**config.mk**
```make
export PLATFORM = sky130hd
export DESIGN_NAME = line_sensor_steering
export DESIGN_NICKNAME = d
export VERILOG_FILES = /design/src/lss_pkg.sv /design/src/lss_lane.sv /design/src/lss_merge.sv /design/src/line_sensor_steering.sv
export SDC_FILE = /design/constraint.sdc
export NUM_CORES = 2
export LEC_CHECK = 0
export BUFFER_PORTS_ARGS = -buffer_cell sky130_fd_sc_hd__clkbuf_2
export CORE_UTILIZATION = 40
export CTS_CLUSTER_DIAMETER = 200
export DETAILED_ROUTE_END_ITERATION = 16
export GPL_ROUTABILITY_DRIVEN = 1
export PLACE_DENSITY = 0.51
export SETUP_SLACK_MARGIN = 0.15
export SYNTH_ARGS = -nofsm -noshare
export SYNTH_HDL_FRONTEND = slang
export SYNTH_SLANG_ARGS = --single-unit
```
**constraint.sdc**
```tcl
create_clock -name clk -period 14.7 [get_ports clk]
set_clock_uncertainty 0.15 [all_clocks]
set_input_delay 0.735 -clock clk [delete_from_list [all_inputs] [get_ports clk]]
set_output_delay 0.735 -clock clk [all_outputs]
set_load 0.01 [all_outputs]
```
**src/lss_pkg.sv**
```systemverilog
// Package: shared types, constants and codes for the line sensor steering block.
`default_nettype none
package lss_pkg;
  localparam int NUM_SENSORS = 6;
  localparam int ADC_W = 10;
  localparam int FULL_SCALE = 1000;
  localparam int NORM_W = 10;
  localparam int POS_W = 13;
  localparam int DRV_W = 9;

  // operation codes
  localparam logic [2:0] OP_CLEAR = 3'd0;
  localparam logic [2:0] OP_CAL = 3'd1;
  localparam logic [2:0] OP_DISP = 3'd2;
  localparam logic [2:0] OP_START = 3'd3;
  localparam logic [2:0] OP_DRIVE = 3'd4;

  // register indexes
  localparam logic [2:0] REG_BLACK = 3'd0;
  localparam logic [2:0] REG_FWD = 3'd1;
  localparam logic [2:0] REG_PIV = 3'd2;
  localparam logic [2:0] REG_DEAD = 3'd3;
  localparam logic [2:0] REG_THR = 3'd4;
  localparam logic [2:0] REG_NOISE = 3'd5;
  localparam logic [2:0] REG_MINCAL = 3'd6;
  localparam logic [2:0] REG_MEMB = 3'd7;

  typedef struct packed {
    logic        black_reads_low;
    logic [NORM_W-1:0] noise_floor;
    logic [NORM_W-1:0] min_span;
  } lane_cfg_t;
endpackage
`default_nettype wire

```
**src/lss_lane.sv**
```systemverilog
// Lane: calibration limits of one sensor and a bit-serial scaling divider.
`default_nettype none
module lss_lane #(
  parameter int ADC_BITS = lss_pkg::ADC_W
) (
  input  wire logic                      clk,
  input  wire logic                      rst,
  input  wire lss_pkg::lane_cfg_t        cfg,
  input  wire logic                      start,
  input  wire logic [2:0]                operation,
  input  wire logic [ADC_BITS-1:0]       raw,
  output logic [lss_pkg::NORM_W-1:0]     value
);
  localparam int NUM_W = ADC_BITS + 10;
  localparam int QW = 11;
  localparam logic [ADC_BITS-1:0] ADC_MAX = {ADC_BITS{1'b1}};

  logic [ADC_BITS-1:0] cal_min, cal_max;
  logic [ADC_BITS-1:0] lo, hi, clamped, span, span_r;
  logic [NUM_W-1:0] num;
  logic [QW-1:0] quo;
  logic [4:0] cnt;
  logic busy, zero_r;
  logic [lss_pkg::NORM_W-1:0] sat;
  logic [ADC_BITS:0] part;
  logic [NUM_W-1:0] dividend;

  // limits seen by this transaction (widened on a calibration sample)
  always_comb begin
    lo = cal_min;
    hi = cal_max;
    if (operation == lss_pkg::OP_CAL) begin
      if (raw < lo) lo = raw;
      if (raw > hi) hi = raw;
    end
    clamped = raw;
    if (clamped < lo) clamped = lo;
    if (clamped > hi) clamped = hi;
    span = hi - lo;
    if (cfg.black_reads_low) num = NUM_W'(hi - clamped) * NUM_W'(lss_pkg::FULL_SCALE);
    else num = NUM_W'(clamped - lo) * NUM_W'(lss_pkg::FULL_SCALE);
  end

  // calibration store
  always_ff @(posedge clk) begin
    if (rst || (start && operation == lss_pkg::OP_CLEAR)) begin
      cal_min <= ADC_MAX;
      cal_max <= '0;
    end else if (start && operation == lss_pkg::OP_CAL) begin
      cal_min <= lo;
      cal_max <= hi;
    end
  end

  // divider control, one quotient bit per cycle
  always_ff @(posedge clk) begin
    if (rst) begin
      busy <= 1'b0;
      cnt <= '0;
    end else if (start) begin
      busy <= 1'b1;
      cnt <= 5'(NUM_W);
      span_r <= span;
      zero_r <= (hi <= lo) || (NUM_W'(span) < NUM_W'(cfg.min_span));
    end else if (busy) begin
      if (cnt == 5'd0) busy <= 1'b0;
      else cnt <= cnt - 5'd1;
    end
  end

  // long division: shift-subtract on the partial remainder
  always_ff @(posedge clk) begin
    if (start) begin
      part <= '0;
      dividend <= num;
      quo <= '0;
    end else if (busy && cnt != 5'd0) begin
      if ({part[ADC_BITS-1:0], dividend[NUM_W-1]} >= {1'b0, span_r}) begin
        part <= {part[ADC_BITS-1:0], dividend[NUM_W-1]} - {1'b0, span_r};
        quo <= {quo[QW-2:0], 1'b1};
      end else begin
        part <= {part[ADC_BITS-1:0], dividend[NUM_W-1]};
        quo <= {quo[QW-2:0], 1'b0};
      end
      dividend <= {dividend[NUM_W-2:0], 1'b0};
    end
  end

  always_comb begin
    if (quo > QW'(lss_pkg::FULL_SCALE)) sat = lss_pkg::NORM_W'(lss_pkg::FULL_SCALE);
    else sat = quo[lss_pkg::NORM_W-1:0];
    if (zero_r || sat < cfg.noise_floor) value = '0;
    else value = sat;
  end
endmodule
`default_nettype wire

```
**src/lss_merge.sv**
```systemverilog
// Merge: detect mask, weighted sum, position divide and steering.
`default_nettype none
module lss_merge (
  input  wire logic                                  clk,
  input  wire logic                                  rst,
  input  wire logic                                  start,
  input  wire logic [2:0]                            operation,
  input  wire logic [lss_pkg::NUM_SENSORS*lss_pkg::NORM_W-1:0] values,
  input  wire logic [lss_pkg::NORM_W-1:0]            detect_threshold,
  input  wire logic [7:0]                            fwd_speed,
  input  wire logic [7:0]                            turn_speed,
  input  wire logic [11:0]                           dead_band,
  input  wire logic [11:0]                           memory_band,
  output logic                                       done,
  output logic [lss_pkg::NUM_SENSORS-1:0]            detect_mask,
  output logic                                       line_seen,
  output logic signed [lss_pkg::POS_W-1:0]           line_position,
  output logic signed [lss_pkg::DRV_W-1:0]           left_drive,
  output logic signed [lss_pkg::DRV_W-1:0]           right_drive,
  output logic signed [1:0]                          heading_out
);
  localparam int NS = lss_pkg::NUM_SENSORS;
  localparam int TW = lss_pkg::NORM_W + $clog2(NS) + 1;
  localparam int WW = TW + 14;
  localparam int IW = $clog2(NS + 1);

  typedef enum logic [3:0] {
    S_IDLE = 4'b0001, S_SUM = 4'b0010, S_DIV = 4'b0100, S_FIN = 4'b1000
  } state_t;
  state_t state;

  logic [2:0] op_r;
  logic [IW-1:0] idx;
  logic [TW-1:0] total;
  logic [lss_pkg::NORM_W-1:0] strongest;
  logic signed [WW-1:0] wsum;
  logic [WW-1:0] dmag, quo, part;
  logic [6:0] dcnt;
  logic neg;
  logic signed [1:0] heading;
  logic [lss_pkg::NORM_W-1:0] cur;
  logic signed [15:0] weight;
  logic signed [WW:0] q_s;
  logic signed [lss_pkg::POS_W-1:0] pos;
  logic fnd;
  logic [WW:0] sub;
  logic [NS-1:0] mask_next;
  logic found_next;
  logic signed [lss_pkg::POS_W-1:0] pos_next;
  logic signed [lss_pkg::DRV_W-1:0] left_next, right_next;
  logic signed [1:0] heading_next;

  assign cur = values[idx*lss_pkg::NORM_W +: lss_pkg::NORM_W];
  assign weight = 16'(int'(idx) * 1000 - 500 * (NS - 1));
  assign fnd = (strongest >= detect_threshold) && (total != '0);
  assign sub = {part, dmag[WW-1]} - {1'b0, (WW)'(total)};
  assign q_s = neg ? -$signed({1'b0, quo}) : $signed({1'b0, quo});

  always_comb begin
    if (q_s > (WW+1)'(4095)) pos = 13'sd4095;
    else if (q_s < -(WW+1)'(4096)) pos = -13'sd4096;
    else pos = q_s[lss_pkg::POS_W-1:0];
  end

  // result fields and heading for the finished transaction
  always_comb begin
    mask_next = '0;
    found_next = 1'b0;
    pos_next = '0;
    left_next = '0;
    right_next = '0;
    heading_next = heading;
    if (op_r == lss_pkg::OP_CAL || op_r == lss_pkg::OP_DISP ||
        op_r == lss_pkg::OP_DRIVE) begin
      mask_next = detect_mask;
      found_next = fnd;
      pos_next = fnd ? pos : '0;
    end
    if (op_r == lss_pkg::OP_START) heading_next = '0;
    if (op_r == lss_pkg::OP_DRIVE) begin
      if (fnd) begin
        if (pos < -$signed({1'b0, dead_band})) begin
          heading_next = -2'sd1;
          left_next = -$signed({1'b0, turn_speed});
          right_next = $signed({1'b0, turn_speed});
        end else if (pos > $signed({1'b0, dead_band})) begin
          heading_next = 2'sd1;
          left_next = $signed({1'b0, turn_speed});
          right_next = -$signed({1'b0, turn_speed});
        end else begin
          if (pos < -$signed({1'b0, memory_band})) heading_next = -2'sd1;
          else if (pos > $signed({1'b0, memory_band})) heading_next = 2'sd1;
          left_next = $signed({1'b0, fwd_speed});
          right_next = $signed({1'b0, fwd_speed});
        end
      end else if (heading < 0) begin
        left_next = -$signed({1'b0, turn_speed});
        right_next = $signed({1'b0, turn_speed});
      end else if (heading > 0) begin
        left_next = $signed({1'b0, turn_speed});
        right_next = -$signed({1'b0, turn_speed});
      end
    end
  end

  // one lane a cycle into the sums, then a bit-serial divide
  always_ff @(posedge clk) begin
    if (rst) begin
      state <= S_IDLE;
      heading <= '0;
      done <= 1'b0;
    end else begin
      done <= (state == S_FIN);
      unique case (state)
        S_IDLE: if (start) begin
          op_r <= operation;
          idx <= '0;
          total <= '0;
          strongest <= '0;
          wsum <= '0;
          detect_mask <= '0;
          state <= S_SUM;
        end
        S_SUM: begin
          if (cur >= detect_threshold) detect_mask[idx[$clog2(NS)-1:0]] <= 1'b1;
          if (cur > strongest) strongest <= cur;
          total <= total + TW'(cur);
          wsum <= wsum + WW'($signed({1'b0, cur}) * weight);
          if (idx == IW'(NS - 1)) state <= S_DIV;
          idx <= idx + IW'(1);
          neg <= 1'b0;
          dcnt <= 7'(WW);
        end
        S_DIV: begin
          if (dcnt == 7'(WW)) begin
            neg <= wsum < 0;
            dmag <= wsum < 0 ? WW'(-wsum) : WW'(wsum);
            part <= '0;
            quo <= '0;
            dcnt <= dcnt - 7'd1;
          end else begin
            if (!sub[WW]) begin
              part <= sub[WW-1:0];
              quo <= {quo[WW-2:0], 1'b1};
            end else begin
              part <= {part[WW-2:0], dmag[WW-1]};
              quo <= {quo[WW-2:0], 1'b0};
            end
            dmag <= {dmag[WW-2:0], 1'b0};
            if (dcnt == 7'd0) state <= S_FIN;
            dcnt <= dcnt - 7'd1;
          end
        end
        S_FIN: begin
          state <= S_IDLE;
          detect_mask <= mask_next;
          line_seen <= found_next;
          line_position <= pos_next;
          left_drive <= left_next;
          right_drive <= right_next;
          heading <= heading_next;
          heading_out <= heading_next;
        end
        default: state <= S_IDLE;
      endcase
    end
  end
endmodule
`default_nettype wire

```
**src/line_sensor_steering.sv**
```systemverilog
// Top level: six sensor lanes, merge stage, APB registers and output register.
//
//  channel | signals                        | direction
//  in      | in_valid/in_ready, operation, raw_0..raw_5 | to block
//  out     | out_valid/out_ready, result fields          | from block
//  cfg     | APB psel..prdata                            | to block
//
// One transaction at a time: after the input is taken, the lane dividers run and hand
// off, the merge stage sums the lanes one by one, the serial position divider runs, and
// the result is registered before out_valid rises.
// Synchronous reset restores registers, calibration limits and heading.
// A finished result waits in the output register; the next transaction is
// taken once the previous result is taken.
`default_nettype none
module line_sensor_steering #(
  parameter int ADC_BITS = lss_pkg::ADC_W
) (
  input  wire logic                clk,
  input  wire logic                rst,
  input  wire logic                in_valid,
  output logic                     in_ready,
  input  wire logic [2:0]          operation,
  input  wire logic [ADC_BITS-1:0] raw_0,
  input  wire logic [ADC_BITS-1:0] raw_1,
  input  wire logic [ADC_BITS-1:0] raw_2,
  input  wire logic [ADC_BITS-1:0] raw_3,
  input  wire logic [ADC_BITS-1:0] raw_4,
  input  wire logic [ADC_BITS-1:0] raw_5,
  output logic                     out_valid,
  input  wire logic                out_ready,
  output logic [5:0]               detect_mask,
  output logic                     line_seen,
  output logic signed [12:0]       line_position,
  output logic signed [8:0]        left_drive,
  output logic signed [8:0]        right_drive,
  output logic signed [1:0]        heading_out,
  input  wire logic                psel,
  input  wire logic                penable,
  input  wire logic                pwrite,
  input  wire logic [4:0]          paddr,
  input  wire logic [31:0]         pwdata,
  output logic [31:0]              prdata,
  output logic                     pready
);
  localparam int NS = lss_pkg::NUM_SENSORS;
  localparam int NW = lss_pkg::NORM_W;

  logic black_reads_low;
  logic [7:0] fwd_speed, turn_speed;
  logic [11:0] dead_band, memory_band;
  logic [9:0] detect_threshold, noise_floor, min_span;
  logic busy, start, done;
  logic [2:0] op_r;
  logic [NS*ADC_BITS-1:0] raws;
  logic [NS*NW-1:0] values;
  logic [5:0] m_mask;
  logic m_found;
  logic signed [12:0] m_pos;
  logic signed [8:0] m_left, m_right;
  logic signed [1:0] m_head;
  logic [4:0] wait_cnt;
  lss_pkg::lane_cfg_t lcfg;

  assign pready = 1'b1;
  assign lcfg = '{black_reads_low, noise_floor, min_span};

  // register file
  always_ff @(posedge clk) begin
    if (rst) begin
      black_reads_low <= 1'b1;
      fwd_speed <= 8'd150;
      turn_speed <= 8'd140;
      dead_band <= 12'd700;
      detect_threshold <= 10'd300;
      noise_floor <= 10'd40;
      min_span <= 10'd40;
      memory_band <= 12'd100;
    end else if (psel && penable && pwrite) begin
      unique case (paddr[4:2])
        lss_pkg::REG_BLACK:  black_reads_low <= pwdata[0];
        lss_pkg::REG_FWD:    fwd_speed <= pwdata[7:0];
        lss_pkg::REG_PIV:    turn_speed <= pwdata[7:0];
        lss_pkg::REG_DEAD:   dead_band <= pwdata[11:0];
        lss_pkg::REG_THR:    detect_threshold <= pwdata[9:0];
        lss_pkg::REG_NOISE:  noise_floor <= pwdata[9:0];
        lss_pkg::REG_MINCAL: min_span <= pwdata[9:0];
        lss_pkg::REG_MEMB:   memory_band <= pwdata[11:0];
        default: ;
      endcase
    end
  end

  always_comb begin
    unique case (paddr[4:2])
      lss_pkg::REG_BLACK:  prdata = 32'(black_reads_low);
      lss_pkg::REG_FWD:    prdata = 32'(fwd_speed);
      lss_pkg::REG_PIV:    prdata = 32'(turn_speed);
      lss_pkg::REG_DEAD:   prdata = 32'(dead_band);
      lss_pkg::REG_THR:    prdata = 32'(detect_threshold);
      lss_pkg::REG_NOISE:  prdata = 32'(noise_floor);
      lss_pkg::REG_MINCAL: prdata = 32'(min_span);
      lss_pkg::REG_MEMB:   prdata = 32'(memory_band);
      default:             prdata = '0;
    endcase
  end

  // transaction control: lanes start on accept, merge after lane dividers
  assign in_ready = !busy && !out_valid;
  assign start = in_valid && in_ready;
  assign raws = {raw_5, raw_4, raw_3, raw_2, raw_1, raw_0};

  always_ff @(posedge clk) begin
    if (rst) begin
      busy <= 1'b0;
      out_valid <= 1'b0;
      wait_cnt <= '0;
    end else begin
      if (start) begin
        busy <= 1'b1;
        op_r <= operation;
        wait_cnt <= 5'(ADC_BITS + 12);
      end else if (wait_cnt != '0) wait_cnt <= wait_cnt - 5'd1;
      if (done) begin
        busy <= 1'b0;
        out_valid <= 1'b1;
      end else if (out_valid && out_ready) out_valid <= 1'b0;
    end
  end

  logic m_start;
  assign m_start = busy && wait_cnt == 5'd1;

  genvar g;
  generate
    for (g = 0; g < NS; g++) begin : g_lane
      lss_lane #(.ADC_BITS(ADC_BITS)) u_lane (
        .clk(clk), .rst(rst), .cfg(lcfg), .start(start), .operation(operation),
        .raw(raws[g*ADC_BITS +: ADC_BITS]),
        .value(values[g*NW +: NW])
      );
    end
  endgenerate

  lss_merge u_merge (
    .clk(clk), .rst(rst), .start(m_start), .operation(op_r), .values(values),
    .detect_threshold(detect_threshold), .fwd_speed(fwd_speed),
    .turn_speed(turn_speed), .dead_band(dead_band),
    .memory_band(memory_band), .done(done), .detect_mask(m_mask),
    .line_seen(m_found), .line_position(m_pos), .left_drive(m_left),
    .right_drive(m_right), .heading_out(m_head)
  );

  // result fields come straight from the merge stage's held registers
  assign detect_mask = m_mask;
  assign line_seen = m_found;
  assign line_position = m_pos;
  assign left_drive = m_left;
  assign right_drive = m_right;
  assign heading_out = m_head;

  logic unused;
  assign unused = ^{paddr[1:0], pwdata[31:12]};
endmodule
`default_nettype wire
```
==> metrics.cfg <==
[timing]
slew_headroom_pct = 17.5
whs_ns = 0.0834
final.period_utilization_pct = 91.9
setup_tns_ns = 0
slew_violations = 0
worstMarginPinSlew_ns = 1.23
period_needed_ns = 13.50
grt_setup_unrepaired = false
finalHoldViolations = 0
max_freq_mhz = 74.1
setup_viol = 0

[placement]
gp_congestion = 0.886
dp_hpwl_um = 176000
port_buffers = 138

[cells_and_area]
area_delta_synth_final_pct = 8.78
layout.nets = 11700
multiInputGateArea_um2 = 59900
drive_above_1_share_pct = 5.87
fill_cells = 20900
regArea_um2 = 18000

[routing]
drcViolationCount = 0
finalWirelength_um = 224000
via_per_inst = 5.24
first_iter_violations = 3845
drtPass1Iterations = 5
vias = 67300
ant_nets = 0
post_drt_wl_per_cell_um = 17.4

[cts]
insertion_delay_ns = 0.78
cts_root_buf = clkbuf_16
clkSinkCount = 723
cts_buffer_depth = 3
cts_setup_buffers = 0
cts_buffers = 95
htreeDepth = 3
clkTransAtPathRegs_ns = 0.06
cts_tree = built

[synthesis]
synthMuxAreaShare_pct = 2.23
synth_simple_gate_area_share_pct = 13.9
yosysSeqAreaShare_pct = 21.4
synth_cells = 9910
ys_warn_count = 0
synth_seq_cells = 723
synth_fa_ha_area_share_pct = 29.3
yosysUniqueCellTypes = 108
synth.top_cell.area_share_pct = 17.0
synth_top_flop_cell = dfxtp_1
synth_xor_area_share_pct = 7.59
syn_area_per_cell_um2 = 8.51
synth_compound_area_share_pct = 17.8
synth_top_family_by_area = adder cells
async_reset_ff_share_pct = 0
synthesis.area_um2 = 84300
synth_top_area_cell = ha_1
synth_edf_count = 356
synth.area.top_cells = ha_1, edfxtp_1, fa_1, dfxtp_1, inv_1

[setup_path]
worstSetupPathType = input port to flip-flop
end_kind = flip-flop
crit_path_frequent_cell = inv_1
start_kind = input port
crit_required_ns = 15.01
worstPathMaxFanout = 24
worstPathArrival_ns = 13.81
slowest_stage = or3b_2
critPathMaxStageDelay_ns = 0.79

[die]
ios = 182
fp-row-count = 168
die_y_um = 461
core_um2 = 210000
start_util_pct = 40.2
die_w_um = 461
die-area_um2 = 213000

[grt]
track_usage_pct = 21.0
grt_max_degree = 91
grt_overflow = 0
grt_pass1_wl_um = 361000
antenna_found_initial = 12
grt_pass1_vias = 66700

[outcome]
status = finished, final reports clean

[flow_run]
cap_violations = 0

[min_path]
min_path_type = input port to flip-flop

kinds of logic (layout without fill, tap and decap cells):
kind of cell / after synthesis / in the layout
AOI/OAI and AO/OA: 2331 / 2331
xor gates and xnor gates: 721 / 721
adders and majority gates: 1675 / 1675
buffers and inverters: 1729 / 1838
DFF: 723 / 723
muxes: 175 / 175
other: 2 / 26
and+or+nand+nor: 2554 / 2554
area by class of cell:
| type | count | share of cell area (%) |
|---|---|---|
| Sequential cell | 723 | 19.7 |
| Multi-Input combinational cell | 7477 | 65.3 |
| Clock inverter | 58 | 0.730 |
| Clock buffer | 122 | 2.89 |
| Timing Repair Buffer | 274 | 1.88 |
| Inverter | 1384 | 5.66 |
| Tap cell | 2805 | 3.83 |
| Antenna cell | 5 | 0.0136 |
metal layers:
metal  global-route usage, %  routed length, µm  up-vias
li1                        -                  -    33900
met1                    27.6             103000    32200
met2                    35.9             106000      939
met3                    2.41               8090      275
met4                    6.28               6500       10
met5                       0                 64        -
flip-flops by register name, indices dropped and copies added, names as in the netlist, 28 cells and up:
signal	count
g_lane.u_lane.quo	66
u_merge.quo	28
g_lane.u_lane.part	60
g_lane.u_lane.cal_min	60
g_lane.u_lane.cal_max	60
g_lane.u_lane.dividend	102
g_lane.u_lane.span_r	60
u_merge.part	28
g_lane.u_lane.cnt	30
placed cells by master (no fill, tap or decap), types with 116 or more instances in the layout:
master / count
fa_1: 504
dfxtp_1: 366
nand2b_1: 135
a211oi_1: 136
edfxtp_1: 356
a21oi_1: 703
mux2i_1: 146
xor2_1: 271
buf_4: 134
inv_1: 1383
xnor2_1: 441
nor2_1: 822
nor3_1: 128
a21o_1: 243
o21ai_0: 489
clkbuf_2: 137
nor2b_1: 116
nand2_1: 846
ha_1: 1145
worst max-delay path, delay by kind of cell:
family                   cells  cell delay [ns]
buffers and inverters       11             1.91
AO/OA/AOI/OAI               18             4.11
AND/OR/NAND/NOR              9             3.01
multiplexers                 3             0.97
XOR/XNOR                     1             0.20
adder cells (fa/ha/maj)      8             2.81
final timing paths:
check	to	from	slack (ns)	cells after the start
worst max-delay path	g_lane[0].u_lane.dividend[19]$_DFFE_PP_	operation[1]	1.20	50
worst min-delay path	memory_band[11]$_SDFFE_PP0P_	pwdata[11]	0.08	3
worst max register to register	g_lane[1].u_lane.dividend[19]$_DFFE_PP_	g_lane[1].u_lane.cal_min[7]$_SDFFE_PP1P_	1.73	51
worst min register to register	u_merge.op_r[2]$_DFFE_PP_	op_r[2]$_DFFE_PP_	0.27	0
per-stage QoR:
step                      instance area [µm²]  std cells  util [%]  setup WS [ns]
after floorplan                         84400       9929         -           1.97
after global placement                  88400      12700      42.2           1.20
final                                   91700      12800      43.8           1.20
after CTS                               91700      12800      43.8           1.21
after detailed placement                88400      12700      42.2           1.02
after global routing                    91700      12800      43.8          0.253
Yosys cell counts, drive strengths merged, types with 100 or more instances:
library cell / number
nor2: 828
o21bai: 100
xor2: 274
a211oi: 140
a21oi: 707
nand2b: 135
clkbuf: 275
nand2: 848
a21o: 244
edfxtp: 356
mux2i: 147
dfxtp: 367
o21ai: 501
fa: 504
nor3: 129
inv: 1383
xnor2: 446
ha: 1145
nor2b: 116
repair_timing:
action                                 4_1_cts  5_1_grt
resized for setup                            0        0
hold buffers                                 3        0
endpoints found under the hold margin        3        0
Power is not shown: default switching activity piles up to over one toggle a cycle in this logic, so the estimate is an artifact.
